<file path="src/rtl/core/linear_rgb_to_oklab_defines.svh">
// Assertion macros for the linear RGB to Oklab block.
`ifndef LINEAR_RGB_TO_OKLAB_DEFINES_SVH
`define LINEAR_RGB_TO_OKLAB_DEFINES_SVH
`ifndef SYNTHESIS
// Same-cycle implication.
`define LRGBOK_ASSERT_IMP(label, clk, rst, ante, cons) \
   label: assert property (@(posedge clk) disable iff (rst) (ante) |-> (cons)) \
      else $error("lrgbok: %m failed");
// Next-cycle implication.
`define LRGBOK_ASSERT_NXT(label, clk, rst, ante, cons) \
   label: assert property (@(posedge clk) disable iff (rst) (ante) |=> (cons)) \
      else $error("lrgbok: %m failed");
`else
`define LRGBOK_ASSERT_IMP(label, clk, rst, ante, cons)
`define LRGBOK_ASSERT_NXT(label, clk, rst, ante, cons)
`endif
`endif

</file>
<file path="src/rtl/core/lrgbok_pkg.sv">
`timescale 1ns / 1ps
package lrgbok_pkg;

   localparam int DEF_INPUT_BITS  = 16;
   localparam int DEF_OUTPUT_BITS = 16;

   localparam int LANES = 3;

   // Q0.30 normalized component (up to 1.0) and Q0.20 cube root (up to 1.0)
   localparam int NORM_W = 31;
   localparam int ROOT_W = 21;
   typedef logic [NORM_W-1:0] unorm_type;
   typedef logic [ROOT_W-1:0] root_type;

   localparam int NORM_LAT   = 2;
   localparam int LANE_LAT   = 5;
   localparam int CBRT_STEPS = 21;
   localparam int MERGE_LAT  = 6;

   // coefficients scaled by 1e10
   localparam int LMS_COEF_W = 33;
   localparam int LAB_COEF_W = 36;

   localparam logic [LMS_COEF_W-1:0] LMS_COEF [LANES][LANES] = '{
      '{33'd4122214708, 33'd5363325363, 33'd514459929},
      '{33'd2119034982, 33'd6806995451, 33'd1073969566},
      '{33'd883024619,  33'd2817188376, 33'd6299787005}
   };

   localparam logic signed [LAB_COEF_W-1:0] LAB_COEF [LANES][LANES] = '{
      '{36'sd2104542553,   36'sd7936177850,  -36'sd40720468},
      '{36'sd19779984951, -36'sd24285922050,  36'sd4505937099},
      '{36'sd259040371,    36'sd7827717662,  -36'sd8086757660}
   };

   // 1e10 = 5^10 * 2^10; division by 5^10 is a reciprocal multiply
   localparam int DEC_W = 24;
   localparam logic [DEC_W-1:0] DEC5 = 24'd9765625;
   localparam int LMS_SHIFT = 10;
   localparam logic [63:0] LMS_HALF = 64'd5000000000;

   // q ~ ((n >> RCP_PRE) * RCP_DEC5) >> RCP_POST, low by at most one
   localparam int RCP_W    = 33;
   localparam int RCP_PRE  = 22;
   localparam int RCP_POST = 34;
   localparam logic [63:0] RCP_DEC5 = (64'd1 << (RCP_PRE + RCP_POST)) / 64'd9765625;

endpackage

</file>
<file path="src/rtl/core/lrgbok_norm.sv">
`timescale 1ns / 1ps
`include "linear_rgb_to_oklab_defines.svh"
module lrgbok_norm import lrgbok_pkg::*; #(
   parameter int INPUT_BITS = DEF_INPUT_BITS
) (
   input  logic                  clock,
   input  logic                  reset,
   input  logic                  in_valid,
   input  logic [INPUT_BITS-1:0] in_code,
   output logic                  out_valid,
   output unorm_type             out_norm
);

   // u = x*2^30/(2^N-1) rounded = A + floor((A + h)/d), A = x*2^(30-N)
   localparam int SCALE_SH = 30 - INPUT_BITS;
   localparam logic [31:0] DIVISOR = 32'((64'd1 << INPUT_BITS) - 64'd1);
   localparam logic [31:0] HALF    = DIVISOR >> 1;
   localparam logic [31:0] RCP     = 32'((64'd1 << 31) / ((64'd1 << INPUT_BITS) - 64'd1));

   logic [NORM_LAT-1:0] valid_ff;
   logic [30:0] base, frac_num;
   logic [62:0] prod_in, prod_ff;
   logic [30:0] base_ff, frac_ff;
   logic [31:0] est, rem, quo;
   unorm_type   norm_in, norm_ff;

   assign base     = 31'(in_code) << SCALE_SH;
   assign frac_num = base + 31'(HALF);
   assign prod_in  = 63'(frac_num) * 63'(RCP);

   // estimate is exact or one low
   assign est     = prod_ff[62:31];
   assign rem     = 32'(frac_ff) - (est << INPUT_BITS) + est;
   assign quo     = (rem >= DIVISOR) ? est + 32'd1 : est;
   assign norm_in = base_ff + 31'(quo);

   always_ff @(posedge clock) begin
      if (reset) begin
         valid_ff <= '0;
      end else begin
         valid_ff <= {valid_ff[NORM_LAT-2:0], in_valid};
      end
   end

   always_ff @(posedge clock) begin
      prod_ff <= prod_in;
      base_ff <= base;
      frac_ff <= frac_num;
      norm_ff <= norm_in;
   end

   assign out_valid = valid_ff[NORM_LAT-1];
   assign out_norm  = norm_ff;

   `LRGBOK_ASSERT_IMP(a_norm_rem, clock, reset, valid_ff[0], rem < (DIVISOR << 1))

endmodule

</file>
<file path="config.mk">
export PLATFORM = sky130hd
export DESIGN_NAME = lrgbok_norm
export DESIGN_NICKNAME = d
export VERILOG_FILES = /design/src/rtl/core/lrgbok_pkg.sv /design/src/rtl/core/lrgbok_norm.sv
export VERILOG_INCLUDE_DIRS = /design/src /design/src/rtl/core
export SDC_FILE = /design/constraint.sdc
export NUM_CORES = 1
export LEC_CHECK = 0
export BUFFER_PORTS_ARGS = -buffer_cell sky130_fd_sc_hd__buf_2
export CORE_MARGIN = 2
export CORE_UTILIZATION = 40
export CTS_CLUSTER_SIZE = 28
export DETAILED_ROUTE_END_ITERATION = 6
export PLACE_DENSITY_LB_ADDON = 0.05
export SYNTH_ARGS = -nofsm -noshare
export SYNTH_HDL_FRONTEND = slang
export SYNTH_SLANG_ARGS = --single-unit
</file>
<file path="constraint.sdc">
create_clock -name clock -period 6.35 [get_ports clock]
set_input_delay 0.9525 -clock clock [delete_from_list [all_inputs] [get_ports clock]]
set_output_delay 0.9525 -clock clock [all_outputs]
set_load 0.02 [all_outputs]
</file>
== Word-level counts from Yosys, hierarchy flattened ==
Index checks and enable logic that the tools add are counted.
Word-level totals
  bits in registers: 80
Cells by class
  mux-type cells: 1
  magnitude comparators: 1
  add/subtract/negate cells: 5
Operators with widths (number)
  adder 32 x 15 -> 32 bit: 1
  greater-or-equal comparator 32 x 16 -> 1 bit (second input constant): 1
  subtractor 31 x 31 -> 32 bit: 1
  adder 30 x 15 -> 31 bit (second input constant): 1
  adder 30 x 16 -> 31 bit: 1
  adder 15 x 1 -> 16 bit (second input constant): 1
  2-to-1 mux 16 bit: 1

== Longest topological paths before layout ==
Gate-level depths: netlist (run 1).
  depth after elaboration: 5
  depth in mapped cells: 22
  depth with buffers taken out: 21

== Worst setup path after synthesis (run 1) ==
No wires, ideal clock.
  path kind: flip-flop to flip-flop
  start point: reg prod_ff[33]
  end point: reg norm_ff[30] (netlist: out_norm[30])
  buffers on the path: 1
  data required time: 6291 ps
  slack: 1674 ps
  period minus slack after synthesis: 4676 ps
  data arrival time: 4616 ps
  library setup time: 59 ps
  stages on the path, launching flop included: 23
  path through: dfxtp_1 > inv_1 > ha_1 > ha_1 > fa_1 > a21o_1 > a221oi_2 > o21ai_1 > nor3b_1 > or3_1 > a221o_1 > a21oi_4 > buf_6 > nor4b_2 > xnor2_1 > ha_1 > inv_1 > fa_1 > nor2b_1 > nand4_1 > nor2_1 > and2_1 > and3_1
Between the ends
  cells in the longest elaborated chain, start to end: 5
  elaborated cells between the ends (all ways): 6
  classes of those cells: add/sub (4); order compare (1); mux (1)
Ends and longest elaborated chain
  start, declared: RTL line lrgbok_norm.sv:22  | logic [62:0] prod_in, prod_ff;
  start signal, assigned: RTL line lrgbok_norm.sv:46  | prod_ff <= prod_in;
  subtractor 31 x 31 -> 32 bit: RTL line lrgbok_norm.sv:33  | assign rem = 32'(frac_ff) - (est << INPUT_BITS) + est;
  adder 32 x 15 -> 32 bit: RTL line lrgbok_norm.sv:33
  greater-or-equal comparator 32 x 16 -> 1 bit: RTL line lrgbok_norm.sv:34  | assign quo = (rem >= DIVISOR) ? est + 32'd1 : est;
  2-to-1 mux 16 bit *: RTL line lrgbok_norm.sv:34
  adder 30 x 16 -> 31 bit *: RTL line lrgbok_norm.sv:35  | assign norm_in = base_ff + 31'(quo);
  named net norm_in[30]: RTL line lrgbok_norm.sv:25  | unorm_type norm_in, norm_ff;
  end signal, assigned: RTL line lrgbok_norm.sv:49  | norm_ff <= norm_in;
  end, declared: RTL line lrgbok_norm.sv:25
The timed path passes the listed nets; every way through them passes the cells marked *.
A chain may end at the register's enable or synchronous reset.

== Final worst setup path (run 1) ==
Same ends and word-level chain as after synthesis.

==> flow_metrics.tcl, run 1 <==
set metrics [dict create \
    status "finished, final reports clean" \
    drc 0 \
    antenna_cells 0 \
    final_area_um2 3847 \
    antenna_found_initial 0 \
    drv_slew 0 \
    fp.dieH_um 93.91 \
    startpoint_type "flop" \
    criticalPathCategory "reg2reg" \
    clk_pin_slew_ps 80 \
    syn_avg_cell_area_um2 10.23 \
    power.leakage_nw 1.782 \
    peakVddDrop_mv 0.1556 \
    utilization 0.4953 \
    yosysWarningCount 0 \
    dieArea_um2 8818 \
    critPathCaptureType "flop" \
    ioPinCount 51 \
    cts_buffer_depth 2 \
    worstMarginPinSlew_ps 528.1 \
    cpLargestDelayFamily "simple AND/OR/NAND/NOR gates" \
    synth.distinct_cells 43 \
    min_period_over_period 0.8284 \
    ys.flop_type "dfxtp_1" \
    overflow 0 \
    layout-drive-gt1-share 0.1868 \
    fin_crit_ps 5260 \
    wl_per_cell_um 13.45 \
    rsz0062_at_grt "no" \
    grt_pass1_vias 2260 \
    setup_viol 0 \
    area_growth_pct 19.00 \
    place_area_um2 3596 \
    clock-skew-final_ps 8.137 \
    dp_hpwl_mm 4.890 \
    critPathSlowestCell "fa_1" \
    synth_edf_count 0 \
    die_w_um 93.91 \
    finalPower_mw 1.079 \
    core_um2 7767 \
    cp_common_cell "ha_1" \
    gp_congestion 0.7461 \
    vias 2353 \
    syn_nets 382 \
    path_cells "inv_1 -> ha_1 -> ha_1 -> fa_1 -> a21o_1 -> a221oi_2 -> o21ai_1 -> nor3b_1 -> or3_1 -> a221o_1 -> a21oi_4 -> nor4b_2 -> xnor2_1 -> ha_1 -> inv_1 -> fa_1 -> nor2b_1 -> nand4_1 -> nor2_1 -> and2_1 -> and3_1" \
    cts_root_buffer "clkbuf_8" \
    portBuffers 50 \
    via_per_inst 4.882 \
    powerDensity_nw_per_um2 280.5 \
    cts_buffers 9 \
    antenna_left 0 \
    yosys.area.top_type_share 0.4087 \
    start_util 0.4162 \
    post_cts_resized 0 \
    synth.largest_area_cell "dfxtp_1" \
    crit_arrival_ps 5550 \
    async_flop_share 0 \
    final_cell_mix "dfxtp_1, buf_2, ha_1" \
    clkLatencyLatePin_ps 340 \
    firstDrtPassIters 4 \
    syn_inst 316 \
    htreeDepth 3 \
    drt_iter0_drc 102 \
    grt_max_degree 16 \
    cts_hold_buf 0 \
    slew_headroom 0.6430 \
    cts_setup_buffers 0 \
    synth-seq-area-share 0.4087 \
    rows 32 \
    hold_viol 0 \
    ys_top_cells_by_area "dfxtp_1, ha_1, xnor2_1" \
    cap_violations 0 \
    critPathMaxStageDelay_ps 410 \
    netlist_area_um2 3233 \
    grt_usage 0.1613 \
    crit_fanout 15 \
    tns_ps 0 \
    cts_tree "yes" \
    drt_wl_total_mm 6.485 \
    cts.sinks 66 \
    grt_pass1_wl_mm 10.76 \
    final_nets 441 \
    layout_commonest_cell "dfxtp_1" \
    ys_seq_elements 66 \
    timing.hold.ws_ps 449.6 \
    worst_ep_required_time_ps 6640 \
    hold_class "reg2reg" \
    crit_buf_inv 2 \
    fmax_mhz 190.1 \
]
## cell families after synthesis
| kind of cell | Yosys count | share of synthesized area |
|---|---|---|
| xor gates and xnor gates | 48 | 0.1300 |
| adders and majority gates | 47 | 0.1889 |
| buffers and inverters | 26 | 0.03251 |
| AOI/OAI and AO/OA | 38 | 0.08630 |
| and+or+nand+nor | 90 | 0.1502 |
| muxes | 1 | 0.003483 |
| DFF | 66 | 0.4087 |
## where the power goes
group	switching, mW	internal [mW]	leakage [nW]
clock	0.171	0.272	0.119
combinational	0.105	0.0756	1.11
sequential	0.0161	0.440	0.556
total	0.291	0.788	1.78
## state kept, by name, indices dropped and copies added, names as in the netlist
signal	count
base_ff	16
prod_ff	17
out_norm	31
valid_ff	2
## synthesized netlist by cell type (2+ instances only)
cell type and instances:
nand2b_1 2, o31ai_1 2, a31oi_1 2, fa_1 3, nor2_1 14, and3_1 10, nor3_1 7, dfxtp_1 66
nor2b_1 5, xnor2_1 36, a21oi_1 8, nand2_1 19, nand3_1 12, inv_1 24, nor3b_1 4, xor2_1 12
o21ai_0 5, ha_1 44, nand4_1 8, a21o_1 8, o211ai_1 2, nor4b_1 2
## layer usage
layer  track usage  vias up  part of all wire
li1              -     1202                 -
met1        0.2250     1084              0.50
met2        0.2292       61              0.43
met3       0.05056        6             0.058
met4       0.06643        0             0.014
met5             0        -                 0
## worst paths after layout
kind	slack [ps]	endpoint	cells after the start	start
worst max-delay path	1090	out_norm[30]	21	prod_ff[33]
worst min register to register	450	valid_ff[1]	1	valid_ff[0]
worst min-delay path	450	valid_ff[1]	1	valid_ff[0]
worst max register to register	1090	out_norm[30]	21	prod_ff[33]
## cell type report
type | count | area (um^2)
clock buffer | 10 | 137.6
tap | 102 | 127.6
timing repair buffer | 50 | 250.2
inverter | 24 | 90.09
multi-input combinational | 224 | 1807
clock inverter | 6 | 113.9
fill | 743 | 3920
sequential | 66 | 1321
## through the flow
stage	cells	setup slack, ps
floorplan	316	1674
global placement	466	1229
detailed placement	466	1135
CTS	482	1070
global route	482	709.6
finish	482	1090
Power figures use the tool's default switching activity.
==> run 2, diff against run 1 <==
==> constraint.sdc (replaced) <==
create_clock -name clock -period 5.3 [get_ports clock]
set_input_delay 0.795 -clock clock [delete_from_list [all_inputs] [get_ports clock]]
set_output_delay 0.795 -clock clock [all_outputs]
set_load 0.02 [all_outputs]
==> flow_metrics.tcl, run 2 (same netlist as run 1, synthesis figures left out) <==
set metrics [dict create \
    place_area_um2 3611 \
    start_util 0.4162 \
    drt_iter0_drc 61 \
    grt_pass1_vias 2292 \
    antenna_cells 0 \
    clock-skew-final_ps 14.58 \
    critPathCaptureType "flop" \
    fp.dieH_um 93.91 \
    worst-path-stages 20 \
    cts_buffers 9 \
    peakVddDrop_mv 0.2200 \
    crit_fanout 14 \
    clkLatencyLatePin_ps 340 \
    final_area_um2 3850 \
    overflow 0 \
    criticalPathCategory "reg2reg" \
    antenna_left 0 \
    gp_congestion 0.8358 \
    startpoint_type "flop" \
    cts_buffer_depth 2 \
    hold_viol 0 \
    power.leakage_nw 1.791 \
    startpoint "prod_ff[33]" \
    htreeDepth 3 \
    setup_viol 0 \
    area_growth_pct 19.08 \
    top_layer "met4" \
    rr_startpoint "prod_ff[33]" \
    met2WireLength_mm 2.804 \
    cpLargestDelayFamily "simple AND/OR/NAND/NOR gates" \
    cp_common_cell "ha_1" \
    cts.sinks 66 \
    layout-drive-gt1-share 0.1984 \
    fill_cells 758 \
    vias 2329 \
    drt_wl_total_mm 6.446 \
    clk_pin_slew_ps 80 \
    wl_met3_um 303 \
    drc 0 \
    ioPinCount 51 \
    grt_usage 0.1563 \
    dieArea_um2 8818 \
    min_period_over_period 0.9312 \
    antenna_found_initial 0 \
    worstHoldStart "base_ff[22]" \
    crit_buf_inv 2 \
    status "finished, final reports clean" \
    fin_crit_ps 4935 \
    layout_commonest_cell "dfxtp_1" \
    slew_headroom 0.6681 \
    wl_per_cell_um 13.29 \
    worst_ep_required_time_ps 5540 \
    portBuffers 50 \
    hold_class "reg2reg" \
    utilization 0.4957 \
    met1_length_mm 3.251 \
    core_um2 7767 \
    fmax_mhz 202.6 \
    largest_register_ffs 31 \
    drv_slew 0 \
    cts_tree "yes" \
    via_per_inst 4.802 \
    cts_root_buffer "clkbuf_8" \
    worstHoldPathCells 1 \
    crit_arrival_ps 5170 \
    die_w_um 93.91 \
    rr_worst_depth 20 \
    path_cells "inv_1 -> ha_1 -> ha_1 -> fa_1 -> a21o_1 -> a221oi_2 -> o21ai_1 -> nor3b_1 -> or3_1 -> a221o_1 -> a21oi_4 -> buf_4 -> nor3_2 -> and4_1 -> ha_1 -> a21o_1 -> nand2_1 -> nor3_1 -> nand3_1 -> xnor2_1" \
    grt_pass1_wl_mm 10.70 \
    firstDrtPassIters 4 \
    critPathSlowestCell "nor3_1" \
    dp_hpwl_mm 4.959 \
    worstMarginPinSlew_ps 494.0 \
    critPathMaxStageDelay_ps 420 \
    final_nets 444 \
    powerDensity_nw_per_um2 322.6 \
    cap_violations 0 \
    grt_max_degree 15 \
    final_cell_mix "dfxtp_1, buf_2, ha_1" \
    rows 32 \
]
==> run 2: per-layer routing <==
metal,global-route usage,vias up
li1,-,1216
met4,0.05676,0
met1,0.2264,1048
met3,0.03612,8
met2,0.2256,57
met5,0,-
==> run 2: timing repair <==
item	in CTS	in global routing
setup buffers	0	1
resized for setup	0	2
endpoints found under the setup margin	0	5
hold buffers	0	0
hold endpoints to repair	0	0
==> run 2: report_power, final <==
group	switching [mW]	internal (mW)
logic	0.127	0.0928
registers	0.0190	0.527
clock network	0.207	0.269
==> run 2: area by class of cell <==
class	instances	area (um^2)	share of cell area
timing repair buffer	53	272.8	0.07085
tap	102	127.6	0.03315
clock inverter	7	100.1	0.02600
inverter	24	90.09	0.02340
clock buffer	9	123.9	0.03217
multi-input combinational	224	1814	0.4712
sequential	66	1321	0.3432
==> run 2: path summary, 6_finish.rpt <==
kind / end / slack (ps)
worst max-delay path: out_norm[29] / 360
worst min-delay path: out_norm[22] / 450
worst max register to register: out_norm[29] / 360
worst min register to register: out_norm[22] / 450
==> run 2: worst register-to-register path, stage by stage, from the launching register on <==
cell	delay (ps)
dfxtp_1	390
inv_1	90
ha_1	270
ha_1	220
fa_1	410
a21o_1	220
a221oi_2	290
o21ai_1	150
nor3b_1	160
or3_1	300
a221o_1	390
a21oi_4	170
buf_4	230
nor3_2	90
and4_1	220
ha_1	270
a21o_1	110
nand2_1	130
nor3_1	420
nand3_1	160
xnor2_1	140
==> run 2: through the flow <==
step	hold WS, ps	TNS [ps]	total power, mW	setup WS, ps	cells
floorplan	413.8	0	0.7119	624.4	316
global placement	424.4	0	0.7779	390.3	468
detailed placement	430.1	0	0.7761	178.0	468
CTS	450.8	0	1.257	154.5	484
global route	482.3	-21.13	1.306	-21.13	485
finish	447.2	0	1.242	364.8	485
==> run 3, diff against run 2 <==
--- a/config.mk
+++ b/config.mk
@@ -6,6 +6,7 @@
 export SDC_FILE = /design/constraint.sdc
 export NUM_CORES = 1
 export LEC_CHECK = 0
+export ABC_AREA = 1
 export BUFFER_PORTS_ARGS = -buffer_cell sky130_fd_sc_hd__buf_2
 export CORE_MARGIN = 2
 export CORE_UTILIZATION = 40
==> flow_metrics.tcl, run 3 <==
set metrics [dict create \
    status "finished, final reports clean" \
    yosys.area_share.simple 0.2875 \
    criticalPathCategory "reg2reg" \
    cpLargestDelayFamily "simple AND/OR/NAND/NOR gates" \
    worstMarginPinSlew_ps 342.0 \
    hold_class "reg2reg" \
    startpoint_type "flop" \
    core_um2 9240 \
    start_util 0.4139 \
    final_cell_mix "nand2_1, inv_1, dfxtp_1" \
    crit_arrival_ps 4900 \
    grt_pass1_vias 2912 \
    htreeDepth 3 \
    fp.dieH_um 101.8 \
    ys.flop_type "dfxtp_1" \
    vias 3009 \
    drc 0 \
    place_area_um2 4213 \
    grt_max_degree 17 \
    crit_buf_inv 2 \
    clock-skew-final_ps 15.88 \
    fin_crit_ps 4672 \
    cts.sinks 66 \
    syn_inst 484 \
    synth_most_common_cell "nand2_1" \
    cts_buffers 9 \
    tns_ps 0 \
    antenna_left 0 \
    peakVddDrop_mv 0.1822 \
    async_flop_share 0 \
    synth_top_family_by_area "simple AND/OR/NAND/NOR gates" \
    powerDensity_nw_per_um2 302.5 \
    via_per_inst 4.445 \
    fmax_mhz 214.0 \
    worst_ep_required_time_ps 5530 \
    synth.largest_area_cell "dfxtp_1" \
    critPathSlowestCell "fa_1" \
    utilization 0.4804 \
    muxShareOfSynthArea 0 \
    largest_register_ffs 31 \
    critPathCaptureType "flop" \
    cp_common_cell "nand2_1" \
    drt_wl_total_mm 8.019 \
    clkLatencyLatePin_ps 340 \
    critPathMaxStageDelay_ps 460 \
    synth.distinct_cells 29 \
    antenna_found_initial 0 \
    syn_nets 550 \
    cts_root_buffer "clkbuf_8" \
    dieArea_um2 10360 \
    antenna_cells 0 \
    cts_tree "yes" \
    yosysWarningCount 0 \
    cts_hold_buf 0 \
    ff2ff_setup_slack_ps 630 \
    overflow 0 \
    netlist_top_cells_count "nand2_1, inv_1, dfxtp_1, nand3_1, ha_1" \
    gp_congestion 0.8635 \
    rsz0062_at_grt "no" \
    synth-seq-area-share 0.3454 \
    die_w_um 101.8 \
    layout-drive-gt1-share 0.1734 \
    synth_fa_ha_area_frac 0.1596 \
    yosys.area.top_type_share 0.3454 \
    preCtsSetupSlack_ps 665.6 \
    synth_edf_count 0 \
    grt_pass1_wl_mm 13.44 \
    layout_commonest_cell "nand2_1" \
    drt_iter0_drc 97 \
    ys_seq_elements 66 \
    drv_slew 0 \
    syn_avg_cell_area_um2 7.903 \
    grt_usage 0.1654 \
    power.leakage_nw 2.397 \
    cts_buffer_depth 2 \
    clk_pin_slew_ps 70 \
    synth_xor_xnor_area_share 0.09388 \
    firstDrtPassIters 4 \
    cap_violations 0 \
    post_cts_resized 0 \
    hold_viol 0 \
    wl_per_cell_um 11.84 \
    area_growth_pct 16.06 \
    ioPinCount 51 \
    final_area_um2 4439 \
    final_nets 609 \
    worst_slack_ps 627.7 \
    rows 35 \
    cts_setup_buffers 0 \
    synth_compound_area_frac 0.02192 \
    slew_headroom 0.7712 \
    min_period_over_period 0.8816 \
    portBuffers 50 \
    dp_hpwl_mm 6.485 \
    ys_top_cells_by_area "dfxtp_1, ha_1, nand2_1" \
    crit_fanout 6 \
    setup_viol 0 \
    netlist_area_um2 3825 \
]
## run 3: area by class of cell
type,instances,area (um^2)
Clock buffer,10,137.6
Clock inverter,6,88.84
Fill cell,909,4801
Inverter,83,311.5
Multi-Input combinational cell,331,2153
Sequential cell,66,1321
Tap cell,129,161.4
Timing Repair Buffer,52,265.3
## run 3: worst min-delay path: stages, from the launching register on
cell and delay, ps:
dfxtp_1 300, inv_1 40, nor2_1 30
## run 3: final timing paths
| check | to | start | cells after the start |
|---|---|---|---|
| worst max-delay path | out_norm[28] | prod_ff[33] | 25 |
| worst max register to register | out_norm[28] | prod_ff[33] | 25 |
| worst min-delay path | valid_ff[1] | valid_ff[0] | 2 |
| worst min register to register | valid_ff[1] | valid_ff[0] | 2 |
## run 3: kinds of logic after synthesis
kind of cell | count (synthesis)
xor+xnor | 41
buf+inv | 87
fa+ha+maj | 47
flops | 66
simple gates | 232
compound gates | 11
## run 3: per-layer routing
metal  global-route usage  vias to the layer above  routed length [um]
met3              0.03934                        6                 282
met5                    0                        -                   0
met4              0.04054                        0                  61
met1               0.2323                     1323                4101
li1                     -                     1626                   -
met2               0.2561                       54                3574
## run 3: metrics by stage
step,total power [mW],std cells,hold WS [ps]
after floorplan,0.7976,484,388.3
after global placement,0.8828,661,393.2
after detailed placement,0.8822,661,396.4
after CTS,1.360,677,409.6
after global routing,1.427,677,440.7
final,1.343,677,405.8
## run 3: power by group
part	internal [mW]	total, mW	switching (mW)
registers	0.535	0.558	0.0230
clock network	0.278	0.472	0.193
logic	0.112	0.313	0.201
total	0.925	1.34	0.417
